--- src/design/counting_bloom_counter_table_assert.svh ---
// assertion macros for the counting bloom counter table
`ifndef COUNTING_BLOOM_COUNTER_TABLE_ASSERT_SVH
`define COUNTING_BLOOM_COUNTER_TABLE_ASSERT_SVH

// same-cycle implication, sampled on clock, off during reset
`define CBCT_ASSERT_NOW(label, ante, cons, msg) \
   label: assert property (@(posedge clock) disable iff (reset) (ante) |-> (cons)) \
      else $error(msg);

// next-cycle implication, sampled on clock, off during reset
`define CBCT_ASSERT_NEXT(label, ante, cons, msg) \
   label: assert property (@(posedge clock) disable iff (reset) (ante) |=> (cons)) \
      else $error(msg);

`endif

--- src/design/cbct_pkg.sv ---
// shared types and constants of the counting bloom counter table
package cbct_pkg;

   localparam int NUM_COUNTERS = 1024;
   localparam int MAX_HASHES   = 8;

   localparam int IDX_W      = 10;
   localparam int NUM_FIELDS = 8;
   localparam int ADDR_W     = $clog2(NUM_COUNTERS);
   localparam int CNT_W      = 8;
   localparam int CIU_W      = 11;
   localparam int HASH_W     = 4;
   localparam int STEP_W     = $clog2(MAX_HASHES + 1);
   localparam int SEL_W      = (MAX_HASHES > 1) ? $clog2(MAX_HASHES) : 1;
   localparam int TOTAL_W    = 32;
   localparam int CSR_DATA_W = 32;
   localparam int CSR_ADDR_W = 4;
   localparam int REQ_DATA_W = NUM_FIELDS * IDX_W;
   localparam int RSP_DATA_W = 48;

   localparam logic [CNT_W-1:0] NIBBLE_MASK = 8'b00001111;
   localparam logic [CNT_W-1:0] HIGH_MASK   = 8'b11110000;
   localparam logic [CNT_W-1:0] NARROW_TOP  = 8'd15;
   localparam logic [CNT_W-1:0] WIDE_TOP    = 8'd255;

   localparam logic [CIU_W-1:0]  CIU_RESET    = 11'd1024;
   localparam logic [HASH_W-1:0] HASHES_RESET = 4'd4;

   typedef enum logic [1:0] {
      KIND_QUERY  = 2'd0,
      KIND_ADD    = 2'd1,
      KIND_REMOVE = 2'd2,
      KIND_SPARE  = 2'd3
   } kind_type;

   typedef enum logic [1:0] {
      STAT_OK    = 2'd0,
      STAT_RANGE = 2'd1,
      STAT_OVER  = 2'd2,
      STAT_UNDER = 2'd3
   } status_type;

   typedef enum logic [1:0] {
      DELTA_NONE = 2'd0,
      DELTA_UP   = 2'd1,
      DELTA_DOWN = 2'd2
   } delta_type;

   typedef enum logic {
      ENTRY_REPORT  = 1'b0,
      ENTRY_SUMMARY = 1'b1
   } entry_type;

   typedef enum logic [1:0] {
      REG_COUNTERS = 2'd0,
      REG_HASHES   = 2'd1,
      REG_NARROW   = 2'd2
   } reg_type;

   typedef enum logic [2:0] {
      S_CLEAR    = 3'd0,
      S_IDLE     = 3'd1,
      S_MEM_ADDR = 3'd2,
      S_MEM_DATA = 3'd3,
      S_UPD_ADDR = 3'd4,
      S_UPD_DATA = 3'd5,
      S_SUMMARY  = 3'd6
   } state_type;

   // effective configuration, already saturated
   typedef struct packed {
      logic [CIU_W-1:0]  lim;
      logic [STEP_W-1:0] n;
      logic              narrow;
   } cfg_type;

   typedef struct packed {
      logic       clr_wr;
      logic       load;
      logic       step_rst;
      logic       step_inc;
      logic       rd;
      logic       wr;
      logic       emit_rpt;
      logic       emit_sum;
      logic       clr_member;
      logic       status_wr;
      status_type status;
      logic       delta_wr;
      delta_type  delta;
   } cmd_type;

   typedef struct packed {
      logic     clear_last;
      logic     at_end;
      logic     idx_bad;
      logic     cnt_zero;
      logic     cnt_one;
      logic     cnt_top;
      logic     out_free;
      kind_type kind;
   } sts_type;

endpackage

--- src/design/cbct_ctrl.sv ---
// controller state machine: clearing, membership pass, update pass, summary
module cbct_ctrl import cbct_pkg::*; (
   input  logic    clock,
   input  logic    reset,
   input  logic    req_tvalid,
   output logic    req_tready,
   input  sts_type sts,
   output cmd_type cmd
);

   state_type state_ff, state_in;
   logic      is_add, is_rem;

   assign is_add = (sts.kind == KIND_ADD);
   assign is_rem = (sts.kind == KIND_REMOVE);

   always_ff @(posedge clock) begin
      if (reset) state_ff <= S_CLEAR;
      else       state_ff <= state_in;
   end

   always_comb begin
      state_in   = state_ff;
      cmd        = '0;
      req_tready = 1'b0;
      unique case (state_ff)
         S_CLEAR: begin
            cmd.clr_wr = 1'b1;
            if (sts.clear_last) state_in = S_IDLE;
         end
         S_IDLE: begin
            req_tready = 1'b1;
            if (req_tvalid) begin
               cmd.load     = 1'b1;
               cmd.step_rst = 1'b1;
               state_in     = S_MEM_ADDR;
            end
         end
         S_MEM_ADDR: begin
            if (sts.at_end) begin
               cmd.step_rst = 1'b1;
               state_in     = (is_add || is_rem) ? S_UPD_ADDR : S_SUMMARY;
            end else if (sts.idx_bad) begin
               cmd.clr_member = 1'b1;
               if (is_add) begin
                  cmd.step_rst = 1'b1;
                  state_in     = S_UPD_ADDR;
               end else begin
                  cmd.status_wr = 1'b1;
                  cmd.status    = STAT_RANGE;
                  state_in      = S_SUMMARY;
               end
            end else begin
               cmd.rd   = 1'b1;
               state_in = S_MEM_DATA;
            end
         end
         S_MEM_DATA: begin
            if (sts.cnt_zero) begin
               cmd.clr_member = 1'b1;
               if (is_add) begin
                  cmd.step_rst = 1'b1;
                  state_in     = S_UPD_ADDR;
               end else begin
                  if (is_rem) begin
                     cmd.delta_wr = 1'b1;
                     cmd.delta    = DELTA_DOWN;
                  end
                  state_in = S_SUMMARY;
               end
            end else begin
               cmd.step_inc = 1'b1;
               state_in     = S_MEM_ADDR;
            end
         end
         S_UPD_ADDR: begin
            if (sts.at_end) begin
               cmd.delta_wr = 1'b1;
               cmd.delta    = is_add ? DELTA_UP : DELTA_DOWN;
               state_in     = S_SUMMARY;
            end else if (sts.idx_bad) begin
               cmd.status_wr = 1'b1;
               cmd.status    = STAT_RANGE;
               state_in      = S_SUMMARY;
            end else begin
               cmd.rd   = 1'b1;
               state_in = S_UPD_DATA;
            end
         end
         S_UPD_DATA: begin
            if (is_add) begin
               if (sts.cnt_top) begin
                  cmd.status_wr = 1'b1;
                  cmd.status    = STAT_OVER;
                  state_in      = S_SUMMARY;
               end else if (!sts.cnt_zero || sts.out_free) begin
                  cmd.wr       = 1'b1;
                  cmd.emit_rpt = sts.cnt_zero;
                  cmd.step_inc = 1'b1;
                  state_in     = S_UPD_ADDR;
               end
            end else begin
               if (sts.cnt_zero) begin
                  cmd.status_wr = 1'b1;
                  cmd.status    = STAT_UNDER;
                  state_in      = S_SUMMARY;
               end else if (!sts.cnt_one || sts.out_free) begin
                  cmd.wr       = 1'b1;
                  cmd.emit_rpt = sts.cnt_one;
                  cmd.step_inc = 1'b1;
                  state_in     = S_UPD_ADDR;
               end
            end
         end
         S_SUMMARY: begin
            if (sts.out_free) begin
               cmd.emit_sum = 1'b1;
               state_in     = S_IDLE;
            end
         end
         default: state_in = S_IDLE;
      endcase
   end

endmodule

--- config.mk ---
export PLATFORM = sky130hd
export DESIGN_NAME = cbct_ctrl
export DESIGN_NICKNAME = d
export VERILOG_FILES = /design/src/design/counting_bloom_counter_table_assert.svh /design/src/design/cbct_pkg.sv /design/src/design/cbct_ctrl.sv
export SDC_FILE = /design/constraint.sdc
export NUM_CORES = 1
export LEC_CHECK = 0
export BUFFER_PORTS_ARGS = -buffer_cell sky130_fd_sc_hd__buf_2
export CORE_AREA = 4 4 41 43
export CTS_BUF_LIST = sky130_fd_sc_hd__clkbuf_16
export DETAILED_ROUTE_END_ITERATION = 8
export DIE_AREA = 0 0 45 47
export PLACE_DENSITY = 0.84
export SLEW_MARGIN = 10
export SYNTH_ARGS = -nofsm -noshare
export SYNTH_HDL_FRONTEND = slang
export SYNTH_SLANG_ARGS = --single-unit
--- constraint.sdc ---
create_clock -name clock -period 1.6 [get_ports clock]
set_clock_uncertainty 0.1 [all_clocks]
set_input_delay 0.16 -clock clock [delete_from_list [all_inputs] [get_ports clock]]
set_output_delay 0.16 -clock clock [all_outputs]
set_load 0.1 [all_outputs]
==> results.yml, run 1 <==
logic_synthesis:
  synth_area_leaders: "dfxtp_1 (11%), nor2_1 (7.3%), nand2_1 (6.6%)"
  async_reset_ff_frac: 0
  synth_warnings: 0
  synth_top_area_frac: 0.106
  yosysSeqAreaShare: 0.106
  synth-edff-count: 0
  yosysTopAreaCell: "dfxtp_1"
  synthFlopType: "dfxtp_1"
  avgSynthCellArea_um2: 6.93
  synth_cells: 82
  ys_seq_elements: 3
  netlist_area_um2: 568
  synth_common_cells: "nor2_1 (11), nand2_1 (10), inv_1 (7)"
  synth_nets: 96
  ys_types: 38
  yosysMostFrequentCell: "nor2_1"
clock_tree:
  post_cts_resized: 15
  htreeDepth: 1
  cts_hold_buffers: 0
  numCtsBuffers: 3
  post-cts-setup-buffer-count: 3
  cts_num_sinks: 3
  clock-root-buffer: "clkbuf_16"
  cts_buffer_depth: 2
status:
  status: "did not finish"
  firstError: "[ERROR DPL-0038] Utilization greater than 100%, impossible to legalize"
  stop_stage: "clock tree synthesis (4_1_cts)"
die:
  die_y_um: 47
  boundaryPins: 28
  die_width_um: 45
  initial_utilization: 0.437
  rows: 13
placed_design:
  dpl.hpwl_um: 1810
  post-place-ws_ps: -92.1
  gp_routability_congestion: 0.848
  io_buffers: 27
-- kinds of logic after synthesis --
| kind of cell | after synthesis | share of synthesized area |
|---|---|---|
| buffers and inverters | 11 | 0.0903 |
| AOI/OAI and AO/OA | 23 | 0.341 |
| DFF | 3 | 0.106 |
| adders and majority gates | 2 | 0.0440 |
| xor gates and xnor gates | 1 | 0.0154 |
| and+or+nand+nor | 42 | 0.403 |
-- stage by stage --
stage | cells | utilization | instance area [µm²] | TNS (ps)
3_3_place_gp | 131 | 0.888 | 1150 | -54.2
3_5_place_dp | 131 | 0.888 | 1150 | -456
2_1_floorplan | 82 | - | 716 | -2680
==> inputs of run 2 (changes only) <==
--- a/config.mk
+++ b/config.mk
@@ -6,11 +6,10 @@
 export NUM_CORES = 1
 export LEC_CHECK = 0
 export BUFFER_PORTS_ARGS = -buffer_cell sky130_fd_sc_hd__buf_2
-export CORE_AREA = 4 4 41 43
-export CTS_BUF_LIST = sky130_fd_sc_hd__clkbuf_16
+export CORE_AREA = 4 4 65 67
 export DETAILED_ROUTE_END_ITERATION = 8
-export DIE_AREA = 0 0 45 47
-export PLACE_DENSITY = 0.84
+export DIE_AREA = 0 0 69 71
+export PLACE_DENSITY_LB_ADDON = 0.15
 export SLEW_MARGIN = 10
 export SYNTH_ARGS = -nofsm -noshare
 export SYNTH_HDL_FRONTEND = slang
==> run 2 against run 1 <==
The flow now finishes, with violations (setup timing). Synthesized cell count unchanged. Synthesized area stayed put.
==> results.yml, run 2 <==
die:
  die_y_um: 71
  boundaryPins: 28
  die_area_mm2: 0.00490
  initial_utilization: 0.156
  rows: 22
  die_width_um: 69
  core_mm2: 0.00363
power:
  p_switching_mw: 0.312
  irDropWorstVdd_uv: 178
  intPower_mw: 0.426
  p_per_area_mw_per_mm2: 509
  leakagePower_nw: 0.571
  switching_share: 0.422
  combPwrFrac: 0.568
  p_clk_frac: 0.298
  seqPwrFrac: 0.134
global_routing:
  grtUsageTotal: 0.0967
  grt_max_degree: 17
  antenna_found_initial: 0
  grt_pass1_wl_um: 3880
  grt.overflow.total: 0
  grt_pass1_vias: 839
timing:
  post-route-period-util: 1.09
  hold_viol_final: 0
  min_period_ps: 1750
  worst_hold_slack_ps: 66.6
  worst_slew_margin_rel: 0.731
  worst_pin_slew_ps: 402
  setup_slack_ps: -151
  slew_violations: 0
  rsz0062_at_grt: "true"
  setup_viol_count_final: 11
  fmax_mhz: 571
status:
  violations: "setup timing"
  status: "complete, but fails checks"
clock_tree:
  cts_tree: "built"
  cts_hold_buffers: 0
  cts_buffer_depth: 2
  cts_num_sinks: 3
  htreeDepth: 1
  numCtsBuffers: 3
  path_clk_slew_ps: 30
  clock-root-buffer: "clkbuf_8"
  worstSkewPairLatency_ps: 220
route:
  ant_nets: 0
  num_vias: 793
  first_iter_violations: 15
  drc: 0
  via_per_inst: 4.38
  wire_per_inst_um: 12.4
  firstDrtPassIters: 4
  wl_um: 2240
finish:
  fill_cells: 378
  antenna_cells: 0
  stdcell_area_mm2: 0.00145
  final_common_cell: "buf_4"
  fin_cells: 181
  finalNetCount: 148
  largest_reg_flops: 3
  regMostFlops: "state_ff"
  syn_to_final_growth_pct: 155
  reg.largest.list: "state_ff: 3 flops"
  layout_common_cells: "buf_4 (21), buf_12 (16), buf_2 (11), nand2_1 (8), nor2_4 (8)"
  drive_gt1_frac: 0.714
logic_synthesis:
  avgSynthCellArea_um2: 6.93
  synth_common_cells: "nor2_1 (11), nand2_1 (10), inv_1 (7)"
  synth_top_area_frac: 0.106
  ys_types: 38
  synth-edff-count: 0
  yosysMostFrequentCell: "nor2_1"
  synthFlopType: "dfxtp_1"
  synth_cells: 82
  ys_seq_elements: 3
  async_reset_ff_frac: 0
  yosysSeqAreaShare: 0.106
  synth_warnings: 0
  synth_nets: 96
  yosysTopAreaCell: "dfxtp_1"
  synth_area_leaders: "dfxtp_1 (11%), nor2_1 (7.3%), nand2_1 (6.6%)"
  netlist_area_um2: 568
setup_path:
  critical_path_class: "reg2out"
  cp.required_ps: 1340
  max_stage_delay_ps: 310
  critPathBufInv: 1
  rrSetupSlack_ps: -60
  arrival_ps: 1490
  cp-start-kind: "register"
  slowest_stage: "dfxtp_2"
  crit_fanout: 3
  crit_family: "simple AND/OR/NAND/NOR gates"
  endpoint_kind: "output pin"
  path_cells: "and2b_4 -> nand2_4 -> nor4_4 -> o21bai_4 -> buf_12"
placed_design:
  gp_routability_congestion: 0.836
  dpl.hpwl_um: 1750
  io_buffers: 27
  placed_area_mm2: 0.00123
  post-place-ws_ps: -55.8
  dp.cells: 169
job:
  drv_cap: 0
worst_hold_path:
  min_path_type: "in2reg"
-- run 2: cell counts after synthesis --
No cell type changed its count.
-- run 2: layout make-up --
type,count,area [µm²],area share
multi-input cells,68,686,0.473
repair buffers,51,567,0.391
flip-flops and latches,3,65.1,0.0449
well taps,48,60.1,0.0415
clock buffers,4,45.0,0.0311
inverters,7,26.3,0.0181
-- run 2: kinds of logic (layout without fill, tap and decap cells) --
group,count (synthesis),after routing,synth area share
AO/OA/AOI/OAI,23,23,0.341
XOR/XNOR,1,1,0.0154
adder cells (fa/ha/maj),2,2,0.0440
buffers and inverters,11,62,0.0903
flip-flops,3,3,0.106
AND/OR/NAND/NOR,42,42,0.403
-- run 2: worst reg2reg max path, stage by stage (launching register included) --
cell	delay [ps]
dfxtp_2	310
and2b_4	280
buf_4	130
o211ai_1	170
buf_4	200
o221a_4	120
a2111oi_4	250
-- run 2: metrics by stage --
step                      power (mW)  setup TNS, ps  utilization
final                          0.738           -901        0.399
after floorplan                0.340          -2680            -
after global placement         0.476           -143        0.340
after detailed placement       0.478           -259        0.340
after CTS                      0.728          -1010        0.378
after global routing           0.780          -1660        0.399
-- run 2: worst paths after layout --
| check | from | to | depth (start not counted) |
|---|---|---|---|
| max | state_ff[1]$_SDFFE_PP0P_ | cmd[11] | 5 |
| min | reset | state_ff[1]$_SDFFE_PP0P_ | 2 |
| max reg2reg | state_ff[1]$_SDFFE_PP0P_ | state_ff[1]$_SDFFE_PP0P_ | 6 |
| min reg2reg | state_ff[2]$_SDFFE_PP0P_ | state_ff[1]$_SDFFE_PP0P_ | 3 |
-- run 2: power by group through the flow --
stage,registers (mW),clock network [mW],logic (mW)
floorplan,0.0874,0,0.253
global placement,0.0955,0,0.380
detailed placement,0.0961,0,0.382
CTS,0.0987,0.228,0.401
global route,0.100,0.236,0.444
finish,0.0987,0.220,0.419
-- run 2: timing repair --
item                       in CTS  in global routing
gates cloned                    0                  0
buffers inserted                4                  5
setup endpoints to repair      18                 17
pin swaps                       7                  6
resized for setup              17                  8
-- run 2: layer usage --
layer  up-vias  share of wire  GRT usage
met5         -              0          0
met1       368           0.47      0.115
met4         0          0.016     0.0521
li1        399              -          -
met2        22           0.48      0.169
met3         4          0.025     0.0114
Power figures use the tool's default switching activity.
