## src/design/counting_bloom_counter_table_assert.svh

```systemverilog
// assertion macros for the counting bloom counter table
`ifndef COUNTING_BLOOM_COUNTER_TABLE_ASSERT_SVH
`define COUNTING_BLOOM_COUNTER_TABLE_ASSERT_SVH

// same-cycle implication, sampled on clock, off during reset
`define CBCT_ASSERT_NOW(label, ante, cons, msg) \
   label: assert property (@(posedge clock) disable iff (reset) (ante) |-> (cons)) \
      else $error(msg);

// next-cycle implication, sampled on clock, off during reset
`define CBCT_ASSERT_NEXT(label, ante, cons, msg) \
   label: assert property (@(posedge clock) disable iff (reset) (ante) |=> (cons)) \
      else $error(msg);

`endif

```

## src/design/cbct_pkg.sv

```systemverilog
// shared types and constants of the counting bloom counter table
package cbct_pkg;

   localparam int NUM_COUNTERS = 1024;
   localparam int MAX_HASHES   = 8;

   localparam int IDX_W      = 10;
   localparam int NUM_FIELDS = 8;
   localparam int ADDR_W     = $clog2(NUM_COUNTERS);
   localparam int CNT_W      = 8;
   localparam int CIU_W      = 11;
   localparam int HASH_W     = 4;
   localparam int STEP_W     = $clog2(MAX_HASHES + 1);
   localparam int SEL_W      = (MAX_HASHES > 1) ? $clog2(MAX_HASHES) : 1;
   localparam int TOTAL_W    = 32;
   localparam int CSR_DATA_W = 32;
   localparam int CSR_ADDR_W = 4;
   localparam int REQ_DATA_W = NUM_FIELDS * IDX_W;
   localparam int RSP_DATA_W = 48;

   localparam logic [CNT_W-1:0] NIBBLE_MASK = 8'b00001111;
   localparam logic [CNT_W-1:0] HIGH_MASK   = 8'b11110000;
   localparam logic [CNT_W-1:0] NARROW_TOP  = 8'd15;
   localparam logic [CNT_W-1:0] WIDE_TOP    = 8'd255;

   localparam logic [CIU_W-1:0]  CIU_RESET    = 11'd1024;
   localparam logic [HASH_W-1:0] HASHES_RESET = 4'd4;

   typedef enum logic [1:0] {
      KIND_QUERY  = 2'd0,
      KIND_ADD    = 2'd1,
      KIND_REMOVE = 2'd2,
      KIND_SPARE  = 2'd3
   } kind_type;

   typedef enum logic [1:0] {
      STAT_OK    = 2'd0,
      STAT_RANGE = 2'd1,
      STAT_OVER  = 2'd2,
      STAT_UNDER = 2'd3
   } status_type;

   typedef enum logic [1:0] {
      DELTA_NONE = 2'd0,
      DELTA_UP   = 2'd1,
      DELTA_DOWN = 2'd2
   } delta_type;

   typedef enum logic {
      ENTRY_REPORT  = 1'b0,
      ENTRY_SUMMARY = 1'b1
   } entry_type;

   typedef enum logic [1:0] {
      REG_COUNTERS = 2'd0,
      REG_HASHES   = 2'd1,
      REG_NARROW   = 2'd2
   } reg_type;

   typedef enum logic [2:0] {
      S_CLEAR    = 3'd0,
      S_IDLE     = 3'd1,
      S_MEM_ADDR = 3'd2,
      S_MEM_DATA = 3'd3,
      S_UPD_ADDR = 3'd4,
      S_UPD_DATA = 3'd5,
      S_SUMMARY  = 3'd6
   } state_type;

   // effective configuration, already saturated
   typedef struct packed {
      logic [CIU_W-1:0]  lim;
      logic [STEP_W-1:0] n;
      logic              narrow;
   } cfg_type;

   typedef struct packed {
      logic       clr_wr;
      logic       load;
      logic       step_rst;
      logic       step_inc;
      logic       rd;
      logic       wr;
      logic       emit_rpt;
      logic       emit_sum;
      logic       clr_member;
      logic       status_wr;
      status_type status;
      logic       delta_wr;
      delta_type  delta;
   } cmd_type;

   typedef struct packed {
      logic     clear_last;
      logic     at_end;
      logic     idx_bad;
      logic     cnt_zero;
      logic     cnt_one;
      logic     cnt_top;
      logic     out_free;
      kind_type kind;
   } sts_type;

endpackage

```

## src/design/cbct_csr.sv

```systemverilog
// configuration registers and their bus port
module cbct_csr import cbct_pkg::*; (
   input  logic                  clock,
   input  logic                  reset,
   input  logic                  csr_psel,
   input  logic                  csr_penable,
   input  logic                  csr_pwrite,
   input  logic [CSR_ADDR_W-1:0] csr_paddr,
   input  logic [CSR_DATA_W-1:0] csr_pwdata,
   output logic [CSR_DATA_W-1:0] csr_prdata,
   output logic                  csr_pready,
   output cfg_type               cfg
);

   logic [CIU_W-1:0]  ciu_ff, ciu_in;
   logic [HASH_W-1:0] hashes_ff, hashes_in;
   logic              narrow_ff, narrow_in;
   logic              wr_en;
   reg_type           reg_sel;

   assign csr_pready = 1'b1;
   assign wr_en      = csr_psel & csr_penable & csr_pwrite;
   assign reg_sel    = reg_type'(csr_paddr[3:2]);

   always_comb begin
      ciu_in    = ciu_ff;
      hashes_in = hashes_ff;
      narrow_in = narrow_ff;
      csr_prdata = '0;
      unique case (reg_sel)
         REG_COUNTERS: begin
            csr_prdata = CSR_DATA_W'(ciu_ff);
            if (wr_en) ciu_in = csr_pwdata[CIU_W-1:0];
         end
         REG_HASHES: begin
            csr_prdata = CSR_DATA_W'(hashes_ff);
            if (wr_en) hashes_in = csr_pwdata[HASH_W-1:0];
         end
         REG_NARROW: begin
            csr_prdata = CSR_DATA_W'(narrow_ff);
            if (wr_en) narrow_in = csr_pwdata[0];
         end
         default: csr_prdata = '0;
      endcase
   end

   always_ff @(posedge clock) begin
      if (reset) begin
         ciu_ff    <= CIU_RESET;
         hashes_ff <= HASHES_RESET;
         narrow_ff <= 1'b0;
      end else begin
         ciu_ff    <= ciu_in;
         hashes_ff <= hashes_in;
         narrow_ff <= narrow_in;
      end
   end

   // saturate the in-use counts
   always_comb begin
      cfg.lim    = (int'(ciu_ff) > NUM_COUNTERS) ? CIU_W'(NUM_COUNTERS) : ciu_ff;
      cfg.n      = (int'(hashes_ff) > MAX_HASHES) ? STEP_W'(MAX_HASHES)
                                                   : STEP_W'(hashes_ff);
      cfg.narrow = narrow_ff;
   end

endmodule

```

## config.mk

```make
export PLATFORM = sky130hd
export DESIGN_NAME = cbct_csr
export DESIGN_NICKNAME = d
export VERILOG_FILES = /design/src/design/counting_bloom_counter_table_assert.svh /design/src/design/cbct_pkg.sv /design/src/design/cbct_csr.sv
export SDC_FILE = /design/constraint.sdc
export NUM_CORES = 1
export LEC_CHECK = 0
export ABC_AREA = 0
export ABC_CLOCK_PERIOD_IN_PS = 1250
export BUFFER_PORTS_ARGS = -buffer_cell sky130_fd_sc_hd__buf_2
export CAP_MARGIN = 20
export CORE_ASPECT_RATIO = 1.1
export CORE_MARGIN = 2
export CORE_UTILIZATION = 28
export CTS_CLUSTER_SIZE = 16
export DETAILED_ROUTE_END_ITERATION = 7
export SYNTH_ARGS = -nofsm -noshare
export SYNTH_HDL_FRONTEND = slang
export SYNTH_SLANG_ARGS = --single-unit
```

## constraint.sdc

```tcl
create_clock -name clock -period 1.25 [get_ports clock]
set_input_delay 0.25 -clock clock [delete_from_list [all_inputs] [get_ports clock]]
set_output_delay 0.25 -clock clock [all_outputs]
set_load 0.01 [all_outputs]
```

==> results of run 1 <==
[logic make-up (layout without fill, tap and decap cells)]
group / after synthesis / in the layout / synth area share
buf+inv: 33 / 55 / 0.2034
simple gates: 57 / 57 / 0.3125
compound gates: 1 / 1 / 0.004541
mux: 20 / 20 / 0.1818
flops: 16 / 16 / 0.2909
other cells: 2 / 22 / 0.006821
[flip-flops by register name, summed over array words and instances (netlist names)]
signal and cells:
narrow_ff 1, ciu_ff 11, hashes_ff 4
[through the flow]
step	util	setup slack, ns	TNS (ns)	instance area [µm²]
after floorplan	-	0.1445	0	1176
after global placement	0.3468	-0.05066	-0.3441	1287
after detailed placement	0.3468	-0.08810	-0.5518	1287
after CTS	0.3600	0.009257	0	1336
after global routing	0.3724	-0.01407	-0.02949	1383
final	0.3724	0.03840	0	1383
[cell usage after synthesis, drive strengths merged]
cell,number,share of area
buf,27,0.18
nand2b,24,0.14
mux2i,20,0.18
dfxtp,16,0.29
nor2b,13,0.074
nor2,8,0.027
and2,7,0.040
clkbuf,6,0.020
conb,2,0.0068
nand3,1,0.0045
nand3b,1,0.0068
nor3,1,0.0091
nor3b,1,0.0068
o21ai,1,0.0045
or3b,1,0.0080
[repair_timing]
| action | CTS | global route |
|---|---|---|
| endpoints found under the setup margin | 9 | 13 |
| gates resized for setup | 3 | 16 |
| gates cloned | 0 | 1 |
| endpoints found under the hold margin | 0 | 0 |
[worst paths after layout]
path | start | end | depth (start not counted)
min | csr_pwdata[6] | ciu_ff[6] | 3
min reg2reg | ciu_ff[8] | ciu_ff[8] | 2
max reg2reg | ciu_ff[10] | ciu_ff[10] | 3
max | ciu_ff[10] | cfg[6] | 3
[final cells by class]
class	instances	area (µm²)
Timing Repair Buffer	52	296.5
Tap cell	50	62.56
Sequential cell	16	327.8
Multi-Input combinational cell	100	654.4
Clock buffer	3	41.29
Fill cell	408	2330
[power breakdown]
group	leakage (nW)	switching, mW	total [mW]	internal, mW
combinational	0.512	0.0882	0.159	0.0705
sequential	0.131	0.00494	0.520	0.515
clock	0.0216	0.162	0.375	0.213
[layer usage]
metal	track usage	wire, µm
met4	0.03623	20
met5	0	0
met1	0.1310	1077
met2	0.1470	1087
met3	0.01461	123
[placed cells by master (no fill, tap or decap), drive strengths merged]
cell type	instances
mux2i	20
nand3b	1
clkbuf	4
or3b	1
and2	7
nor3	1
nand2b	24
nor3b	1
nor2b	13
buf	51
o21ai	1
nand3	1
nor2	8
conb	22
dfxtp	16
[critical path: cells and delay by family, from the launching register on]
kind                   cells  cell delay, ns
flip-flops                 1            0.33
buffers and inverters      2            0.28
AND/OR/NAND/NOR            1            0.10
==> results.sh, run 1 <==
export IMPL_setup_violations=0
export IMPL_clk_pin_slew_ns=0.06
export IMPL_ys_seq_area_frac=0.2909
export IMPL_drv_cap=0
export IMPL_tritoncts="built"
export IMPL_drcViolationCount=0
export IMPL_die_w_um=63.79
export IMPL_max_freq_mhz=825.4
export IMPL_dieArea_um2=4451
export IMPL_rows=23
export IMPL_ios=90
export IMPL_p_total_mw=1.054
export IMPL_routed_wl_mm=2.308
export IMPL_nets=214
export IMPL_finalMaxSlewViolations=0
export IMPL_diodes=0
export IMPL_cts_max_path_buffers=2
export IMPL_start_util=0.2966
export IMPL_syn_area_um2=1101
export IMPL_cp_arrival_ns=0.96
export IMPL_fin_cells=221
export IMPL_io_buffer_count=44
export IMPL_hold_violations=0
export IMPL_drt_pass1_iter_count=3
export IMPL_grt_use_total=0.09502
export IMPL_clock_tree_root_cell="clkbuf_8"
export IMPL_gp_congestion=0.6639
export IMPL_postCtsSetupBuffers=0
export IMPL_slowest_stage="dfxtp_2"
export IMPL_period_share=0.9693
export IMPL_globalRoute_totalOverflow=0
export IMPL_htree_levels=1
export IMPL_critPathMaxFanout=5
export IMPL_postSynthAreaPerCell_um2=8.535
export IMPL_crit_path_max_incr_delay_ns=0.33
export IMPL_ys_warn_count=0
export IMPL_hp_class="input port to flip-flop"
export IMPL_dpl_cell_count=217
export IMPL_ys_ff_latch=16
export IMPL_peakVddDrop_mv=0.4011
export IMPL_grt_first_pass_wirelength_mm=3.298
export IMPL_start_kind="flip-flop"
export IMPL_cts_sinks=16
export IMPL_via_count=853
export IMPL_clock_skew_ns=0
export IMPL_crit_chain="buf_4 > nor2b_1 > buf_2"
export IMPL_holdWs_ns=0.2563
export IMPL_area_growth_pct=25.57
export IMPL_path_class="flip-flop to primary output"
export IMPL_r2r_setup_slack_ns=0.50
export IMPL_drive_gt1_frac=0.3801
export IMPL_clk_latency_ns=0.24
export IMPL_cts_buffers_inserted=3
export IMPL_cp_required_ns=1.00
export IMPL_cellLeakagePower_nw=0.6640
export IMPL_status="completed"
export IMPL_core_area_um2=3712
export IMPL_die_h_um=69.77
export IMPL_synthCells=129
export IMPL_first_iter_violations=16
export IMPL_grt_pass1_vias=707
export IMPL_grt_setup_unrepaired="true"
export IMPL_synth_cell_types=17
export IMPL_dp_hpwl_mm=1.735
export IMPL_wl_per_cell_um=10.44
export IMPL_p_per_area_nw_per_um2=762.5
export IMPL_end_kind="primary output"
export IMPL_ctsHoldBuffers=0
export IMPL_antenna_found_initial=0
export IMPL_period_needed_ns=1.212
export IMPL_antenna_left=0
export IMPL_grt_max_degree=29
export IMPL_drt_vias_per_instance=3.860
(Power assumes the default switching activity.)
==> run 2: changes to the inputs <==
--- a/config.mk
+++ b/config.mk
@@ -6,7 +6,7 @@
 export NUM_CORES = 1
 export LEC_CHECK = 0
 export ABC_AREA = 0
-export ABC_CLOCK_PERIOD_IN_PS = 1250
+export ABC_CLOCK_PERIOD_IN_PS = 1400
 export BUFFER_PORTS_ARGS = -buffer_cell sky130_fd_sc_hd__buf_2
 export CAP_MARGIN = 20
 export CORE_ASPECT_RATIO = 1.1
==> constraint.sdc (replaced) <==
create_clock -name clock -period 1.4 [get_ports clock]
set_input_delay 0.28 -clock clock [delete_from_list [all_inputs] [get_ports clock]]
set_output_delay 0.28 -clock clock [all_outputs]
set_load 0.01 [all_outputs]
==> results.sh, run 2 (synthesized netlist as in run 1, its figures left out) <==
export IMPL_crit_chain="mux2i_1 > nor2_1 > buf_2"
export IMPL_dp_hpwl_mm=1.710
export IMPL_area_growth_pct=20.34
export IMPL_final_cell_mix="buf_2 (44), nand2b_1 (24), conb_1 (22)"
export IMPL_largest_register="ciu_ff"
export IMPL_cts_buffers_inserted=3
export IMPL_via_count=836
export IMPL_dieArea_um2=4451
export IMPL_drcViolationCount=0
export IMPL_wl_per_cell_um=9.904
export IMPL_clock_skew_ns=0
export IMPL_max_freq_mhz=772.4
export IMPL_cts_sinks=16
export IMPL_start_util=0.2966
export IMPL_antenna_left=0
export IMPL_rows=23
export IMPL_top_regs="ciu_ff: 11 flops, hashes_ff: 4 flops, narrow_ff: 1 flops"
export IMPL_path_class="flip-flop to primary output"
export IMPL_io_buffer_count=44
export IMPL_period_needed_ns=1.295
export IMPL_holdWs_ns=0.2924
export IMPL_final_common_cell="buf_2"
export IMPL_die_w_um=63.79
export IMPL_r2r_start="ciu_ff[10]"
export IMPL_slowest_stage="dfxtp_1"
export IMPL_start_kind="flip-flop"
export IMPL_hold_violations=0
export IMPL_core_area_um2=3712
export IMPL_nets=212
export IMPL_cp_buffers_inverters=1
export IMPL_grt_max_degree=29
export IMPL_first_iter_violations=15
export IMPL_drive_gt1_frac=0.3314
export IMPL_tritoncts="built"
export IMPL_clk_pin_slew_ns=0.06
export IMPL_period_share=0.9248
export IMPL_grt_first_pass_wirelength_mm=3.360
export IMPL_crit_path_max_incr_delay_ns=0.42
export IMPL_ctsHoldBuffers=0
export IMPL_gp_congestion=0.6568
export IMPL_critPathMaxFanout=6
export IMPL_clk_latency_ns=0.24
export IMPL_grt_pass1_vias=729
export IMPL_grt_setup_unrepaired="false"
export IMPL_hp_class="input port to flip-flop"
export IMPL_finalWorstSetupSlack_ns=0.1053
export IMPL_ios=90
export IMPL_cp_arrival_ns=1.01
export IMPL_cp_required_ns=1.12
export IMPL_htree_levels=1
export IMPL_status="completed"
export IMPL_largest_reg_flops=11
export IMPL_finalMaxSlewViolations=0
export IMPL_end_kind="primary output"
export IMPL_cp_top_family="flip-flops"
export IMPL_place_ws_ns=-0.02126
export IMPL_drt_pass1_iter_count=4
export IMPL_diodes=0
export IMPL_cts_max_path_buffers=2
export IMPL_startpoint="hashes_ff[3]"
export IMPL_p_per_area_nw_per_um2=698.2
export IMPL_peakVddDrop_mv=0.2838
export IMPL_clock_tree_root_cell="clkbuf_8"
export IMPL_globalRoute_totalOverflow=0
export IMPL_fillers=398
export IMPL_drv_cap=0
export IMPL_die_h_um=69.77
export IMPL_cellLeakagePower_nw=0.6456
export IMPL_routed_wl_mm=2.169
export IMPL_drt_vias_per_instance=3.817
export IMPL_setup_violations=0
export IMPL_min_delay_start="csr_pwdata[6]"
export IMPL_grt_use_total=0.09535
export IMPL_antenna_found_initial=0
==> run 2: final cells by class <==
class,count,area (µm²),share of cell area
clock buffers,3,41.29,0.03116
multi-input cells,100,634.4,0.4788
flip-flops and latches,16,321.6,0.2427
well taps,50,62.56,0.04721
repair buffers,50,265.3,0.2002
==> run 2: repair_timing <==
| action | 4_1_cts | 5_1_grt |
|---|---|---|
| setup buffers | 0 | 0 |
| resized for setup | 1 | 1 |
| endpoints found under the setup margin | 7 | 1 |
==> run 2: per-layer routing <==
layer | share of wire | vias to the layer above | track usage
met5 | 0 | - | 0
met4 | 0.0074 | 0 | 0.03623
met3 | 0.053 | 2 | 0.01461
met2 | 0.45 | 34 | 0.1539
met1 | 0.49 | 357 | 0.1261
li1 | - | 443 | -
==> run 2: where the power goes <==
| group | switching [mW] | total (mW) | internal (mW) | leakage (nW) |
|---|---|---|---|---|
| registers | 0.00466 | 0.466 | 0.462 | 0.129 |
| clock network | 0.138 | 0.328 | 0.190 | 0.0216 |
| logic | 0.0757 | 0.131 | 0.0550 | 0.495 |
==> run 2: final timing paths <==
check                   to  cells after the start  slack, ns
max          csr_prdata[3]                      3       0.11
min              ciu_ff[6]                      3       0.29
max reg2reg     ciu_ff[10]                      3       0.62
min reg2reg      ciu_ff[8]                      2       0.48
==> run 2: through the flow <==
stage          setup TNS (ns)  power [mW]  utilization  cells  instance area, µm²
3_3_place_gp        -0.002331      0.6055       0.3448    216                1280
5_1_grt                     0      0.9707       0.3569    219                1325
3_5_place_dp          -0.1171      0.6065       0.3448    216                1280
4_1_cts                     0      0.9393       0.3566    219                1324
2_1_floorplan               0      0.6108            -    149                1176
6_report                    0      0.9251       0.3569    219                1325
==> run 2: worst reg2reg max path, delay by kind of cell, from the launching register on <==
| family | cells | cell delay, ns |
|---|---|---|
| buffers and inverters | 1 | 0.16 |
| muxes | 1 | 0.07 |
| and+or+nand+nor | 1 | 0.09 |
| DFF | 1 | 0.35 |
